`config.mk`:
```
export PLATFORM = sky130hd
export DESIGN_NAME = slp_ctrl
export DESIGN_NICKNAME = d
export VERILOG_FILES = /design/src/rtl/slp_pkg.sv /design/src/rtl/slp_ctrl.sv
export SDC_FILE = /design/constraint.sdc
export NUM_CORES = 1
export LEC_CHECK = 0
export ABC_AREA = 0
export BUFFER_PORTS_ARGS = -buffer_cell sky130_fd_sc_hd__buf_4
export CORE_MARGIN = 1.5
export CORE_UTILIZATION = 50
export DETAILED_ROUTE_END_ITERATION = 12
export GPL_ROUTABILITY_DRIVEN = 0
export PLACE_DENSITY = 0.76
export SLEW_MARGIN = 0
export SYNTH_ARGS = -nofsm -noshare
export SYNTH_HDL_FRONTEND = slang
export SYNTH_SLANG_ARGS = --single-unit
```
`constraint.sdc`:
```
create_clock -name clk -period 1.7 [get_ports clk]
set_input_delay 0.255 -clock clk [delete_from_list [all_inputs] [get_ports clk]]
set_output_delay 0.255 -clock clk [all_outputs]
set_load 0.02 [all_outputs]
```
`src/rtl/slp_pkg.sv`:
```
// ----------------------------------------------------------------------------
// slp_pkg: shared types, constants and helpers
// Command codes, register indexes, controller/datapath handshake types and
// saturating Q32.32 arithmetic used by the projection block.
// ----------------------------------------------------------------------------
package slp_pkg;

	localparam int MAX_ELEMS_DEF = 4096;
	localparam int CW            = 13;   // group counts, length, cutoff
	localparam int IW            = 12;   // element index
	localparam int VW            = 64;   // Q32.32 value
	localparam int CFG_IW        = 3;

	localparam logic [1:0] CMD_LOAD = 2'd0;
	localparam logic [1:0] CMD_RUN  = 2'd1;
	localparam logic [1:0] CMD_READ = 2'd2;

	localparam logic [CFG_IW-1:0] CFG_K_COUNT     = 3'd0;
	localparam logic [CFG_IW-1:0] CFG_ALPHA_LIMIT = 3'd1;
	localparam logic [CFG_IW-1:0] CFG_START_UNTIED = 3'd2;
	localparam logic [CFG_IW-1:0] CFG_START_TIED  = 3'd3;
	localparam logic [CFG_IW-1:0] CFG_CUTOFF      = 3'd4;
	localparam logic [CFG_IW-1:0] CFG_LENGTH      = 3'd5;

	localparam logic [IW-1:0]        K_COUNT_RST = 12'd1;
	localparam logic signed [VW-1:0] ALPHA_RST   = 64'sd0;
	localparam logic [CW-1:0]        UNTIED_RST  = 13'd1;
	localparam logic [CW-1:0]        TIED_RST    = 13'd0;
	localparam logic [CW-1:0]        CUTOFF_RST  = 13'd4096;
	localparam logic [CW-1:0]        LENGTH_RST  = 13'd4096;

	// 1e-9 in Q32.32
	localparam logic signed [VW-1:0] TOL_Q = 64'sd4;
	localparam logic signed [VW-1:0] SMAX  = 64'sh7FFF_FFFF_FFFF_FFFF;
	localparam logic signed [VW-1:0] SMIN  = 64'sh8000_0000_0000_0000;

	typedef enum logic [5:0] {
		OP_NONE, OP_LOAD, OP_READ_ADDR, OP_RUN_START,
		OP_SUM_RD, OP_SUM_ACC, OP_TIE_RD, OP_TIE_LD, OP_LAST_RD, OP_LAST_LD,
		OP_COEF_A, OP_COEF_B, OP_COEF_C, OP_COEF_D,
		OP_S1_GO, OP_S1_WAIT, OP_S2_GO, OP_S2_WAIT, OP_SEL,
		OP_A_GO, OP_A_WAIT, OP_B_GO, OP_B_WAIT, OP_C_GO, OP_C_WAIT,
		OP_UPD, OP_ULAST_RD, OP_ULAST_LD, OP_NEXT_RD, OP_NEXT_LD,
		OP_WB_START, OP_WB_RD, OP_WB_SUB, OP_WB_TIE,
		OP_RESP_READ, OP_RESP_RUN
	} dp_op_t;

	typedef enum logic [5:0] {
		ST_IDLE, ST_READ, ST_SUM_RD, ST_SUM_ACC, ST_TIE_RD, ST_TIE_LD,
		ST_LAST_RD, ST_LAST_LD, ST_CHECK,
		ST_COEF_A, ST_COEF_B, ST_COEF_C, ST_COEF_D,
		ST_S1_GO, ST_S1_WAIT, ST_S2_GO, ST_S2_WAIT, ST_SEL,
		ST_A_GO, ST_A_WAIT, ST_B_GO, ST_B_WAIT, ST_C_GO, ST_C_WAIT,
		ST_UPD, ST_POST, ST_ULAST_RD, ST_ULAST_LD, ST_NEXT_RD, ST_NEXT_LD,
		ST_WB_START, ST_WB_CHECK, ST_WB_RD, ST_WB_SUB, ST_WB_TIE, ST_RUN_RESP
	} ctl_state_t;

	typedef enum logic [2:0] {
		MD_IDLE, MD_LO, MD_HI, MD_SUM, MD_DIV, MD_DONE
	} md_state_t;

	typedef struct packed {
		dp_op_t op;
		logic   md_start;
	} dp_cmd_t;

	typedef struct packed {
		logic md_done;
		logic sum_last;
		logic loop_go;
		logic v1;
		logic v2;
		logic t_pos;
		logic u_pos;
		logic need_next;
		logic wb_more;
		logic wb_untied;
	} dp_status_t;

	function automatic logic signed [VW-1:0] sadd(input logic signed [VW-1:0] a,
			input logic signed [VW-1:0] b);
		logic signed [VW:0] r;
		r = {a[VW-1], a} + {b[VW-1], b};
		if (r[VW] != r[VW-1]) return r[VW] ? SMIN : SMAX;
		return r[VW-1:0];
	endfunction

	function automatic logic signed [VW-1:0] ssub(input logic signed [VW-1:0] a,
			input logic signed [VW-1:0] b);
		logic signed [VW:0] r;
		r = {a[VW-1], a} - {b[VW-1], b};
		if (r[VW] != r[VW-1]) return r[VW] ? SMIN : SMAX;
		return r[VW-1:0];
	endfunction

endpackage

```
`src/rtl/slp_ctrl.sv`:
```
// ----------------------------------------------------------------------------
// slp_ctrl: command sequencer
// Accepts commands, steps the datapath through load, read, sum, pivot loop
// and write-back, and owns the result valid flag.
// ----------------------------------------------------------------------------
module slp_ctrl import slp_pkg::*; (
	input  logic       clk,
	input  logic       arst_n,
	input  logic       in_valid,
	input  logic [1:0] cmd,
	output logic       in_ready,
	output logic       out_valid,
	input  logic       out_ready,
	input  dp_status_t sts,
	output dp_cmd_t    ctl
);
	ctl_state_t st_q, st_nx;
	logic       ov_q;
	logic       acc;

	assign in_ready  = (st_q == ST_IDLE) && (!ov_q || out_ready);
	assign acc       = in_valid && in_ready;
	assign out_valid = ov_q;

	always_ff @(posedge clk or negedge arst_n) begin
		if (!arst_n) begin
			st_q <= ST_IDLE;
			ov_q <= 1'b0;
		end else begin
			st_q <= st_nx;
			if (st_q == ST_READ || st_q == ST_RUN_RESP)
				ov_q <= 1'b1;
			else if (out_ready)
				ov_q <= 1'b0;
		end
	end

	always_comb begin
		st_nx = st_q;
		unique case (st_q)
			ST_IDLE: begin
				if (acc && cmd == CMD_RUN)  st_nx = ST_SUM_RD;
				if (acc && cmd == CMD_READ) st_nx = ST_READ;
			end
			ST_READ:     st_nx = ST_IDLE;
			ST_SUM_RD:   st_nx = ST_SUM_ACC;
			ST_SUM_ACC:  st_nx = sts.sum_last ? ST_TIE_RD : ST_SUM_RD;
			ST_TIE_RD:   st_nx = ST_TIE_LD;
			ST_TIE_LD:   st_nx = ST_LAST_RD;
			ST_LAST_RD:  st_nx = ST_LAST_LD;
			ST_LAST_LD:  st_nx = ST_CHECK;
			ST_CHECK:    st_nx = sts.loop_go ? ST_COEF_A : ST_WB_START;
			ST_COEF_A:   st_nx = ST_COEF_B;
			ST_COEF_B:   st_nx = ST_COEF_C;
			ST_COEF_C:   st_nx = ST_COEF_D;
			ST_COEF_D:   st_nx = sts.v1 ? ST_S1_GO : (sts.v2 ? ST_S2_GO : ST_SEL);
			ST_S1_GO:    st_nx = ST_S1_WAIT;
			ST_S1_WAIT:  if (sts.md_done) st_nx = sts.v2 ? ST_S2_GO : ST_SEL;
			ST_S2_GO:    st_nx = ST_S2_WAIT;
			ST_S2_WAIT:  if (sts.md_done) st_nx = ST_SEL;
			ST_SEL:      st_nx = ST_A_GO;
			ST_A_GO:     st_nx = ST_A_WAIT;
			ST_A_WAIT:   if (sts.md_done) st_nx = sts.t_pos ? ST_B_GO : ST_C_GO;
			ST_B_GO:     st_nx = ST_B_WAIT;
			ST_B_WAIT:   if (sts.md_done) st_nx = ST_C_GO;
			ST_C_GO:     st_nx = ST_C_WAIT;
			ST_C_WAIT:   if (sts.md_done) st_nx = ST_UPD;
			ST_UPD:      st_nx = ST_POST;
			ST_POST: begin
				if (sts.u_pos)          st_nx = ST_ULAST_RD;
				else if (sts.need_next) st_nx = ST_NEXT_RD;
				else                    st_nx = ST_CHECK;
			end
			ST_ULAST_RD: st_nx = ST_ULAST_LD;
			ST_ULAST_LD: st_nx = sts.need_next ? ST_NEXT_RD : ST_CHECK;
			ST_NEXT_RD:  st_nx = ST_NEXT_LD;
			ST_NEXT_LD:  st_nx = ST_CHECK;
			ST_WB_START: st_nx = ST_WB_CHECK;
			ST_WB_CHECK: begin
				if (!sts.wb_more)       st_nx = ST_RUN_RESP;
				else if (sts.wb_untied) st_nx = ST_WB_RD;
				else                    st_nx = ST_WB_TIE;
			end
			ST_WB_RD:    st_nx = ST_WB_SUB;
			ST_WB_SUB:   st_nx = ST_WB_CHECK;
			ST_WB_TIE:   st_nx = ST_WB_CHECK;
			ST_RUN_RESP: st_nx = ST_IDLE;
			default:     st_nx = ST_IDLE;
		endcase
	end

	always_comb begin
		ctl.op       = OP_NONE;
		ctl.md_start = 1'b0;
		unique case (st_q)
			ST_IDLE: begin
				if (acc && cmd == CMD_LOAD) ctl.op = OP_LOAD;
				if (acc && cmd == CMD_READ) ctl.op = OP_READ_ADDR;
				if (acc && cmd == CMD_RUN)  ctl.op = OP_RUN_START;
			end
			ST_READ:     ctl.op = OP_RESP_READ;
			ST_SUM_RD:   ctl.op = OP_SUM_RD;
			ST_SUM_ACC:  ctl.op = OP_SUM_ACC;
			ST_TIE_RD:   ctl.op = OP_TIE_RD;
			ST_TIE_LD:   ctl.op = OP_TIE_LD;
			ST_LAST_RD:  ctl.op = OP_LAST_RD;
			ST_LAST_LD:  ctl.op = OP_LAST_LD;
			ST_COEF_A:   ctl.op = OP_COEF_A;
			ST_COEF_B:   ctl.op = OP_COEF_B;
			ST_COEF_C:   ctl.op = OP_COEF_C;
			ST_COEF_D:   ctl.op = OP_COEF_D;
			ST_S1_GO: begin
				ctl.op       = OP_S1_GO;
				ctl.md_start = 1'b1;
			end
			ST_S1_WAIT:  ctl.op = OP_S1_WAIT;
			ST_S2_GO: begin
				ctl.op       = OP_S2_GO;
				ctl.md_start = 1'b1;
			end
			ST_S2_WAIT:  ctl.op = OP_S2_WAIT;
			ST_SEL:      ctl.op = OP_SEL;
			ST_A_GO: begin
				ctl.op       = OP_A_GO;
				ctl.md_start = 1'b1;
			end
			ST_A_WAIT:   ctl.op = OP_A_WAIT;
			ST_B_GO: begin
				ctl.op       = OP_B_GO;
				ctl.md_start = 1'b1;
			end
			ST_B_WAIT:   ctl.op = OP_B_WAIT;
			ST_C_GO: begin
				ctl.op       = OP_C_GO;
				ctl.md_start = 1'b1;
			end
			ST_C_WAIT:   ctl.op = OP_C_WAIT;
			ST_UPD:      ctl.op = OP_UPD;
			ST_ULAST_RD: ctl.op = OP_ULAST_RD;
			ST_ULAST_LD: ctl.op = OP_ULAST_LD;
			ST_NEXT_RD:  ctl.op = OP_NEXT_RD;
			ST_NEXT_LD:  ctl.op = OP_NEXT_LD;
			ST_WB_START: ctl.op = OP_WB_START;
			ST_WB_RD:    ctl.op = OP_WB_RD;
			ST_WB_SUB:   ctl.op = OP_WB_SUB;
			ST_WB_TIE:   ctl.op = OP_WB_TIE;
			ST_RUN_RESP: ctl.op = OP_RESP_RUN;
			default: ;
		endcase
	end

endmodule

```
==> results by group, run 1 <==
Clock tree
  – Post-CTS resize count: 80
  – CTS buffer count: 3
  – CTS H-tree depth: 1
  – Post-CTS setup buffer count: 22
  – Clk sink count: 7
  – CTS max path bufs: 2
  – Post-CTS Hold Fix Bufs: 1
  – Root Driver: clkbuf_4

Yosys
  – Yosys reg bits: 7
  – Top_reg_cell synth: dfrtp_1
  – Syn Std Cell Area: around 1300 µm²
  – Cells after Synth: between 150 and 200
  – Net count after synthesis: 215
  – Netlist cell types: 55
  – Register area share after synthesis: about 14%
  – Avg Synthesized Cell Area: between 6 and 7 µm²
  – Post-synth EDFFs: 0
  – Yosys Warn Count: 0
  – Asr flop ratio synth: 100%

Floorplanning
  – Core Rows: 18
  – Die Width: 53.5 µm
  – Starting Density: 52.4%
  – Die H: ~53 µm
  – Ports: 25

Placement
  – IO Port Bufs: 24
  – Dpl hpwl: 3.96 mm

Status
  – Stop stage: clock tree synthesis
  – Status: did not finish
  – Halt Reason: [ERROR DPL-0033] detailed placement checks failed during check placement.
-- kinds of logic after synthesis --
group	synth area share, %
compound gates	35.2
xor+xnor	1.38
flops	13.8
buf+inv	9.04
mux	0.786
simple gates	39.9
-- cells in the mapped netlist (all sizes together) (2+ instances only) --
library cell	count	share of area, %
nor3	7	2.8
and2	2	1.2
inv	6	1.8
nand3b	3	1.8
nor2b	7	3.4
a22oi	2	1.2
and3	2	0.98
a211oi	2	1.2
a31oi	4	2.0
o21ai	17	6.7
dfrtp	7	14
nor4	5	2.9
nand2b	8	3.9
clkbuf	4	1.3
buf	14	6.0
a2111oi	4	3.2
o211ai	3	1.8
nand4	2	0.98
o22ai	4	2.0
nand3	10	3.9
a21oi	15	5.9
nand2	24	7.1
nor2	21	6.2
or3	3	1.5
-- metrics by stage --
stage          std cells  worst slack, ps  area, µm²  hold slack (ps)
3_5_place_dp         297             -280       1920             71.5
2_1_floorplan        199            -62.1       1330            -40.6
3_3_place_gp         297             -256       1920             68.7
==> run 2: changes to the inputs <==
--- a/config.mk
+++ b/config.mk
@@ -7,11 +7,11 @@
 export LEC_CHECK = 0
 export ABC_AREA = 0
 export BUFFER_PORTS_ARGS = -buffer_cell sky130_fd_sc_hd__buf_4
-export CORE_MARGIN = 1.5
-export CORE_UTILIZATION = 50
+export CORE_AREA = 2 2 63 65
 export DETAILED_ROUTE_END_ITERATION = 12
+export DIE_AREA = 0 0 65 67
 export GPL_ROUTABILITY_DRIVEN = 0
-export PLACE_DENSITY = 0.76
+export PLACE_DENSITY_LB_ADDON = 0.15
 export SLEW_MARGIN = 0
 export SYNTH_ARGS = -nofsm -noshare
 export SYNTH_HDL_FRONTEND = slang
==> constraint.sdc (replaced) <==
create_clock -name clk -period 2.2 [get_ports clk]
set_input_delay 0.33 -clock clk [delete_from_list [all_inputs] [get_ports clk]]
set_output_delay 0.33 -clock clk [all_outputs]
set_load 0.02 [all_outputs]
==> results by group, run 2 <==
Status
  – Status: finished, final reports clean (was did not finish)

Hold path
  – HP Class: in2async

Worst setup path
  – Bufs and invs on worst path: 2
  – Worst Path Required: 1870 ps
  – Critical Path Source Type: register
  – Reg-to-reg critical path startpoint: st_q[4]$_DFFE_PN0P_
  – Slowest CP cell: dfrtp_2
  – CP max FO: 30
  – Crit path kind: reg2out
  – Delay-heaviest family, CP: simple AND/OR/NAND/NOR gates
  – Worst Path Arrival: 1830 ps
  – Cell Chain, Critical Path: buf_12, or3_4, nor2_1, nand2_2, o21ai_0, buf_4
  – Max stage delay on crit path: 440 ps
  – Depth of the most critical reg-to-reg path: 8
  – Crit end category: output pin
  – R2R Path End: st_q[1]$_DFFE_PN0P_
  – R2r setup slk: 130 ps

Floorplanning
  – Ports: 25 (unchanged)
  – Core Rows: 22 (was 18)
  – Full die area: 4360 µm²
  – Starting Density: 35.3% (was 52.4%)
  – Die Width: 65 µm (was 53.5 µm)
  – Die H: 67 µm (was 53.5 µm)
  – Core Box Area: about 3600 µm²

Finish
  – Leading cell type in the layout, fill and taps excluded: buf_4
  – Largest Register: st_q
  – Final non-filler cell total: 280
  – Antenna diode count: 0
  – Multi-input combinational cell area: 1010 µm²
  – Max reg flops: 6
  – Nets: ~250
  – Most frequent cells in the layout: buf_4, nand2_1, nor2_1
  – Layout area overhead: 33.5%
  – Layout cells sized above 1: approximately 29%
  – Final core area utilization: 47.2%
  – Filler cells: 377
  – Register area: 181 µm²

Detailed routing
  – Post-route ant nets: 0
  – Routed vias: approximately 1,700
  – DR vias/cell: around 6.0
  – Total Wirelength: roughly 4.5 mm
  – Avg WL per Cell: 16.1 µm
  – Drt drc: 0
  – Initial DRT Pass Iterations: 6
  – Starting DRT DRC Count: about 120

Global routing
  – Initial antenna violation count: 0
  – Total GRT Usage: 21.3%
  – First-pass GRT wire length: 7.24 mm
  – Largest net degree at the start of global routing: 31
  – Remaining Overflow, GRT: 0
  – Number of global-route vias before repair: ~1,500

Pwr
  – Peak supply drop: approximately 0.57 mV
  – P_leak: roughly 0.70 nW
  – Power Density: 1080 nW/µm²

Yosys
  – Cells after Synth: 199 (unchanged)
  – Yosys Warn Count: 0 (unchanged)
  – Area share of the largest cell type after synthesis: 13.8% (unchanged)
  – Netlist cell types: 55 (unchanged)
  – Post-synth EDFFs: 0 (unchanged)
  – Syn Std Cell Area: 1270 µm² (unchanged)
  – Top_reg_cell synth: dfrtp_1 (unchanged)
  – Avg Synthesized Cell Area: 6.40 µm² (unchanged)
  – Top cells by area, synth: dfrtp_1, nand2_1, nor2_1, a21oi_1, o21ai_0 (unchanged)
  – Net count after synthesis: 215 (unchanged)
  – Register area share after synthesis: 13.8% (unchanged)
  – Asr flop ratio synth: 100% (unchanged)
  – Most numerous cell in the Yosys netlist: nand2_1 (unchanged)
  – Commonest cells in the netlist: nand2_1, nor2_1, a21oi_1 (unchanged)
  – Cell taking the most area after synthesis: dfrtp_1 (unchanged)
  – Yosys reg bits: 7 (unchanged)

Timing
  – Fin Hold WS: 443 ps
  – Part of the cycle the worst path needs: a little over nine tenths
  – Post-Route Setup TNS: 0 ps
  – Setup Viol. Count Final: 0
  – Worst-margin pin slew: 565 ps
  – Fmax: 0.462 GHz
  – Skew final: 3.81 ps
  – Slew HR: 61.4%
  – Final Hold Fails: 0
  – Unrepaired setup endpoints after global routing: true
  – Fin. max-slew vios: 0
  – Min cycle time layout: 2160 ps

Clock tree
  – CTS max path bufs: 2 (unchanged)
  – CTS H-tree depth: 1 (unchanged)
  – Clk Latency, worst-skew pair: 240 ps
  – CTS tree: built
  – Clk slew on worst S/H paths: approximately 40 ps
  – Clk sink count: 7 (unchanged)
  – Root Driver: clkbuf_8 (was clkbuf_4)
  – CTS buffer count: 3 (unchanged)

Placement
  – Dpl cells: 271 (was 297)
  – IO Port Bufs: 24 (unchanged)
  – Dpl hpwl: 3.30 mm (was 3.96 mm)

Job
  – Max cap viols: 0
[run 2: cell counts after synthesis]
No cell type changed its count.
[run 2: final cells by class]
cell class / instances / share of cell area (%)
multi-input combinational: 168 / 59.5
timing repair buffer: 47 / 22.4
sequential: 7 / 10.7
tap: 48 / 3.53
clock buffer: 4 / 2.65
inverter: 6 / 1.32
[run 2: per-layer routing]
layer	track usage (%)	vias to the layer above	routed length (µm)	part of all wire, %
li1	-	804	-	-
met1	28.4	785	1930	43
met2	34.4	80	2150	48
met3	3.72	8	352	7.8
met4	7.71	0	64	1.4
met5	0	-	0	0
[run 2: kinds of logic after synthesis]
logic type | Yosys count | share of synthesized area (%)
XOR/XNOR | 2 | 1.38
buffers and inverters | 24 | 9.04
flip-flops | 7 | 13.8
AO/OA/AOI/OAI | 66 | 35.2
multiplexers | 1 | 0.786
AND/OR/NAND/NOR | 99 | 39.9
[run 2: worst register-to-register path: stages (launching register included)]
cell,delay [ps]
dfrtp_2,500
buf_4,190
buf_4,150
nand2b_1,110
buf_4,140
o22ai_1,70
a311oi_1,400
a41oi_1,180
or2_1,230
[run 2: timing repair]
item / CTS / global route
gates resized for setup: 5 / 8
endpoints found under the setup margin: 4 / 5
pin swaps: 0 / 1
hold buffers: 1 / 0
endpoints found under the hold margin: 7 / 0
setup buffers: 0 / 4
[run 2: where the power goes]
part	leakage (nW)	switching [W]	internal [W]
clock network	0.0228	0.0000643	0.000126
logic	0.587	0.000809	0.000606
registers	0.0854	0.0000644	0.000167
total	0.695	0.000938	0.000900
[run 2: through the flow]
step | total power, W | instance area, µm² | setup slack, ps
floorplan | 0.00112 | 1270 | 139
global placement | 0.00156 | 1580 | 151
detailed placement | 0.00155 | 1580 | 124
finish | 0.00184 | 1700 | 35.6
global route | 0.00198 | 1700 | -7.09
CTS | 0.00178 | 1650 | 13.2
[run 2: worst max-delay path by stage]
stage,startpoint,endpoint,depth (start not counted)
after floorplan,st_q[0]$_DFFE_PN0P_,ctl[4],7
after global placement,st_q[0]$_DFFE_PN0P_,st_q[1]$_DFFE_PN0P_,6
after detailed placement,st_q[4]$_DFFE_PN0P_,st_q[1]$_DFFE_PN0P_,7
after CTS,st_q[2]$_DFFE_PN0P_,ctl[1],6
after global routing,st_q[4]$_DFFE_PN0P_,ctl[1],6
final,st_q[2]$_DFFE_PN0P_,ctl[5],6
Power figures use the tool's default switching activity.
==> run 3: changes to the inputs <==
==> constraint.sdc (replaced) <==
create_clock -name clk -period 2.8 [get_ports clk]
set_input_delay 0.42 -clock clk [delete_from_list [all_inputs] [get_ports clk]]
set_output_delay 0.42 -clock clk [all_outputs]
set_load 0.02 [all_outputs]
==> results by group, run 3 (synthesis gave the netlist of run 2 again) <==
Status
  – Status: finished, final reports clean (unchanged)

Finish
  – Most frequent cells in the layout: buf_4, nand2_1, nor2_1 (unchanged)
  – Largest Register: st_q (unchanged)
  – Final non-filler cell area: 1540 µm² (was 1700 µm²)
  – Max reg flops: 6 (unchanged)
  – Layout cells sized above 1: 18.9% (was 28.9%)
  – Filler cells: 392 (was 377)
  – Layout area overhead: 20.7% (was 33.5%)
  – Final core area utilization: 42.6% (was 47.2%)
  – Nets: 234 (was 249)
  – Multi-input combinational cell area: 992 µm² (was 1010 µm²)
  – Antenna diode count: 0 (unchanged)
  – Register area: 175 µm² (was 181 µm²)
  – Leading cell type in the layout, fill and taps excluded: buf_4 (unchanged)

Timing
  – Fmax: 0.386 GHz
  – Unrepaired setup endpoints after global routing: false (was true)
  – Slew HR: 47.7% (was 61.4%)
  – Worst-margin pin slew: 784 ps (was 565 ps)
  – Skew final: 2.75 ps (was 3.81 ps)
  – Min cycle time layout: 2590 ps
  – Setup Viol. Count Final: 0 (unchanged)
  – Fin. max-slew vios: 0 (unchanged)
  – Fin Hold WS: 553 ps (was 443 ps)
  – Final Hold Fails: 0 (unchanged)
  – Part of the cycle the worst path needs: 92.4%
  – Post-Route Setup TNS: 0 ps (unchanged)

Floorplanning
  – Core Box Area: 3610 µm² (unchanged)
  – Ports: 25 (unchanged)
  – Die Width: 65 µm (unchanged)
  – Die H: 67 µm (unchanged)
  – Starting Density: 35.3% (unchanged)
  – Full die area: 4360 µm² (unchanged)
  – Core Rows: 22 (unchanged)

Clock tree
  – Clk sink count: 7 (unchanged)
  – CTS buffer count: 3 (unchanged)
  – CTS tree: built (unchanged)
  – CTS H-tree depth: 1 (unchanged)
  – CTS max path bufs: 2 (unchanged)
  – Clk slew on worst S/H paths: 40 ps (about the same)
  – Root Driver: clkbuf_8 (unchanged)
  – Clk Latency, worst-skew pair: 230 ps (was 240 ps)

Detailed routing
  – Total Wirelength: 4.31 mm (was 4.50 mm)
  – Post-route ant nets: 0 (unchanged)
  – DR vias/cell: 5.94 (was 5.99)
  – Avg WL per Cell: 16.3 µm (was 16.1 µm)
  – Starting DRT DRC Count: 101 (was 121)
  – Routed vias: 1,574 (was 1,677)
  – Drt drc: 0 (unchanged)
  – Initial DRT Pass Iterations: 4 (was 6)

Worst setup path
  – Critical Path Source Type: register (unchanged)
  – Crit path kind: reg2out (unchanged)
  – Worst Path Required: 2380 ps (was 1870 ps)
  – Worst Path Arrival: 2170 ps (was 1830 ps)
  – CP max FO: 14 (was 30)
  – Crit end category: output pin (unchanged)

Pwr
  – Peak supply drop: 0.374 mV (was 0.569 mV)
  – Tot Pwr: 0.00132 W (was 0.00184 W)
  – P_leak: 0.619 nW (was 0.695 nW)
  – Power Density: 857 nW/µm² (was 1080 nW/µm²)

Global routing
  – Number of global-route vias before repair: 1,425 (was 1,503)
  – Remaining Overflow, GRT: 0 (unchanged)
  – First-pass GRT wire length: 6.96 mm (was 7.24 mm)
  – Initial antenna violation count: 0 (unchanged)
  – Total GRT Usage: 20.6% (was 21.3%)
  – Largest net degree at the start of global routing: 27 (was 31)

Job
  – Max cap viols: 0 (unchanged)

Hold path
  – HP Class: in2async (unchanged)

Placement
  – Dpl hpwl: 3.14 mm (was 3.30 mm)
  – Placed instance area: 1470 µm² (was 1580 µm²)
  – IO Port Bufs: 24 (unchanged)
run 3: cell type report:
type,count,area share [%]
multi-input cells,168,64.5
repair buffers,32,15.8
flip-flops and latches,7,11.4
well taps,48,3.91
clock buffers,4,2.93
inverters,6,1.46
run 3: critical path: stages, from the launching register on:
cell and delay (ps):
dfrtp_1 560, buf_4 260, nor4_4 390, nand2_1 170, nor3_1 240, nor2_1 60, o21ai_0 80, buf_4 180
run 3: layer usage:
layer	GRT usage (%)	part of all wire (%)	up-vias
met2	32.6	46	58
met3	4.73	6.2	6
met4	5.85	1.3	0
met5	0	0	-
met1	27.9	47	741
li1	-	-	769
run 3: timing repair:
item | CTS | global route
endpoints found under the hold margin | 7 | 0
endpoints found under the setup margin | 0 | 1
gates resized for setup | 0 | 1
setup buffers | 0 | 0
hold buffers | 1 | 0
run 3: where the power goes:
group / total [W] / internal, W / switching (W)
clock: 0.000143 / 0.0000985 / 0.0000442
combinational: 0.000939 / 0.000400 / 0.000538
sequential: 0.000237 / 0.000127 / 0.000109
run 3: metrics by stage:
step	worst slack (ps)	std cells
2_1_floorplan	649	199
3_3_place_gp	315	260
3_5_place_dp	339	260
4_1_cts	74.3	265
5_1_grt	65.1	265
6_report	213	265
run 3: worst paths after layout:
check,endpoint,depth (start not counted),slack [ps],start
max in group asynchronous,st_q[5]$_DFFE_PN0P_,2,2120,arst_n
setup / recovery,ctl[1],7,210,st_q[1]$_DFFE_PN0P_
setup reg to reg,st_q[1]$_DFFE_PN0P_,7,450,st_q[3]$_DFFE_PN0P_
min in group clk,out_valid$_DFFE_PN0P_,3,560,out_ready
hold reg to reg,out_valid$_DFFE_PN0P_,2,580,out_valid$_DFFE_PN0P_
hold / removal,st_q[0]$_DFFE_PN0P_,2,550,arst_n
==> run 4: changes to the inputs <==
--- a/config.mk
+++ b/config.mk
@@ -11,7 +11,7 @@
 export DETAILED_ROUTE_END_ITERATION = 12
 export DIE_AREA = 0 0 65 67
 export GPL_ROUTABILITY_DRIVEN = 0
-export PLACE_DENSITY_LB_ADDON = 0.15
+export PLACE_DENSITY = 0.55
 export SLEW_MARGIN = 0
 export SYNTH_ARGS = -nofsm -noshare
 export SYNTH_HDL_FRONTEND = slang
==> results by group, run 4 (synthesis gave the netlist of run 2 again) <==
Worst setup path
  – CP max FO: 20 (was 14)
  – R2R Path End: st_q[1]$_DFFE_PN0P_ (unchanged)
  – Worst Path Arrival: 2110 ps (was 2170 ps)
  – Critical Path Source Type: register (unchanged)
  – Worst Setup EP: ctl[1] (unchanged)
  – R2r setup slk: 470 ps (was 450 ps)
  – Worst Path Required: 2380 ps (about the same)
  – Reg-to-reg critical path startpoint: st_q[1]$_DFFE_PN0P_ (was st_q[3]$_DFFE_PN0P_)
  – Crit end category: output pin (unchanged)
  – Depth of the most critical reg-to-reg path: 6 (was 7)
  – Crit. Startpoint: st_q[1]$_DFFE_PN0P_ (unchanged)
  – Crit path kind: reg2out (unchanged)

Finish
  – Most frequent cells in the layout: buf_4, nand2_1, nor2_1 (unchanged)
  – Nets: 235 (was 234)
  – Largest Register: st_q (unchanged)
  – Layout cells sized above 1: 19.3% (was 18.9%)
  – Max reg flops: 6 (unchanged)
  – Layout area overhead: 20.6% (was 20.7%)
  – Antenna diode count: 0 (unchanged)
  – Leading cell type in the layout, fill and taps excluded: buf_4 (unchanged)

Timing
  – Unrepaired setup endpoints after global routing: false (unchanged)
  – Fmax: 0.395 GHz (was 0.386 GHz)
  – Setup slack after layout: 271 ps (was 213 ps)
  – Slew HR: 56.6% (was 47.7%)
  – Skew final: 6.70 ps (was 2.75 ps)
  – Fin. max-slew vios: 0 (unchanged)
  – Setup Viol. Count Final: 0 (unchanged)
  – Post-Route Setup TNS: 0 ps (unchanged)
  – Min cycle time layout: 2530 ps (was 2590 ps)
  – Final Hold Fails: 0 (unchanged)
  – Part of the cycle the worst path needs: 90.3% (was 92.4%)
  – Worst-margin pin slew: 651 ps (was 784 ps)

Placement
  – Placement Setup Slack: 512 ps (was 339 ps)
  – IO Port Bufs: 24 (unchanged)
  – Dpl hpwl: 3.09 mm (was 3.14 mm)

Pwr
  – Clock power frac: 11.4% (was 10.8%)
  – Sequential Power Share: 17.3% (was 18.0%)
  – P_leak: 0.623 nW (was 0.619 nW)
  – Net Sw Power: 0.000698 W (was 0.000692 W)
  – Internal Power: 0.000616 W (was 0.000626 W)
  – Power Density: 855 nW/µm² (was 857 nW/µm²)
  – Peak supply drop: 0.420 mV (was 0.374 mV)
  – Combinational group share of total power: 71.3% (was 71.2%)
  – Switching portion of total power: 53.1% (was 52.5%)

Detailed routing
  – Total Wirelength: 4.20 mm (was 4.31 mm)
  – Avg WL per Cell: 15.8 µm (was 16.3 µm)
  – Drt drc: 0 (unchanged)
  – Starting DRT DRC Count: 188 (was 101)
  – Routed vias: 1,620 (was 1,574)
  – DR vias/cell: 6.09 (was 5.94)
  – Initial DRT Pass Iterations: 5 (was 4)
  – Post-route ant nets: 0 (unchanged)

Clock tree
  – CTS tree: built (unchanged)
  – Clk slew on worst S/H paths: 50 ps (was 40 ps)
  – Clk Latency, worst-skew pair: 230 ps (about the same)
  – CTS max path bufs: 2 (unchanged)
  – CTS buffer count: 3 (unchanged)
  – Root Driver: clkbuf_8 (unchanged)
  – Clk sink count: 7 (unchanged)
  – CTS H-tree depth: 1 (unchanged)

Floorplanning
  – Full die area: 4360 µm² (unchanged)
  – Die Width: 65 µm (unchanged)
  – Core Rows: 22 (unchanged)
  – Starting Density: 35.3% (unchanged)
  – Ports: 25 (unchanged)
  – Core Box Area: 3610 µm² (unchanged)
  – Die H: 67 µm (unchanged)

Global routing
  – Largest net degree at the start of global routing: 21 (was 27)
  – Initial antenna violation count: 0 (unchanged)
  – First-pass GRT wire length: 7.00 mm (was 6.96 mm)
  – Number of global-route vias before repair: 1,449 (was 1,425)
  – Total GRT Usage: 20.4% (was 20.6%)
  – Remaining Overflow, GRT: 0 (unchanged)

Hold path
  – HP Class: in2reg (was in2async)

Status
  – Status: finished, final reports clean (unchanged)

Job
  – Max cap viols: 0 (unchanged)
run 4: power groups by stage:
stage	logic, W	clock network [W]	registers, W
after CTS	0.000926	0.000148	0.000225
after floorplan	0.000722	0	0.000156
after detailed placement	0.000919	0	0.000225
after global routing	0.00103	0.000156	0.000236
after global placement	0.000934	0	0.000230
final	0.000936	0.000150	0.000228
run 4: worst max-delay path, stage by stage (launching register included):
cell     delay [ps]
dfrtp_1         610
nor4_2          550
nand2_1         170
nor3_1          240
nor2_1           60
o21ai_0          70
buf_4           160
run 4: per-layer routing:
layer / share of wire, % / GRT usage [%] / up-vias
met3: 7.4 / 3.55 / 12
met5: 0 / 0 / -
met4: 2.1 / 6.12 / 0
met2: 45 / 32.5 / 88
li1: - / - / 770
met1: 45 / 27.9 / 750
run 4: worst min-delay path by stage:
stage,cells after the start,end,startpoint,slack [ps]
floorplan,0,out_valid$_DFFE_PN0P_,arst_n,120
global placement,1,out_valid$_DFFE_PN0P_,arst_n,240
detailed placement,1,out_valid$_DFFE_PN0P_,arst_n,240
CTS,2,st_q[1]$_DFFE_PN0P_,arst_n,540
global route,2,st_q[4]$_DFFE_PN0P_,arst_n,580
finish,3,out_valid$_DFFE_PN0P_,out_ready,550
run 4: timing repair:
item | CTS | global route
resized for setup | 0 | 0
endpoints found under the hold margin | 4 | 0
hold buffers | 1 | 0
buffers inserted | 0 | 0
run 4: per-stage QoR:
step | hold slack (ps) | util, % | cells | total power, W | area, µm²
floorplan | 124 | - | 199 | 0.000878 | 1270
global placement | 239 | 41.1 | 261 | 0.00116 | 1480
detailed placement | 243 | 41.1 | 261 | 0.00114 | 1480
CTS | 542 | 42.6 | 266 | 0.00130 | 1540
global route | 577 | 42.6 | 266 | 0.00142 | 1540
finish | 551 | 42.6 | 266 | 0.00131 | 1540
run 4: cell type report:
type                    instances  area, µm²
inverters                       6       22.5
fillers                       389       2070
flip-flops and latches          7        175
repair buffers                 33        250
well taps                      48       60.1
multi-input cells             168        983
clock buffers                   4       45.0
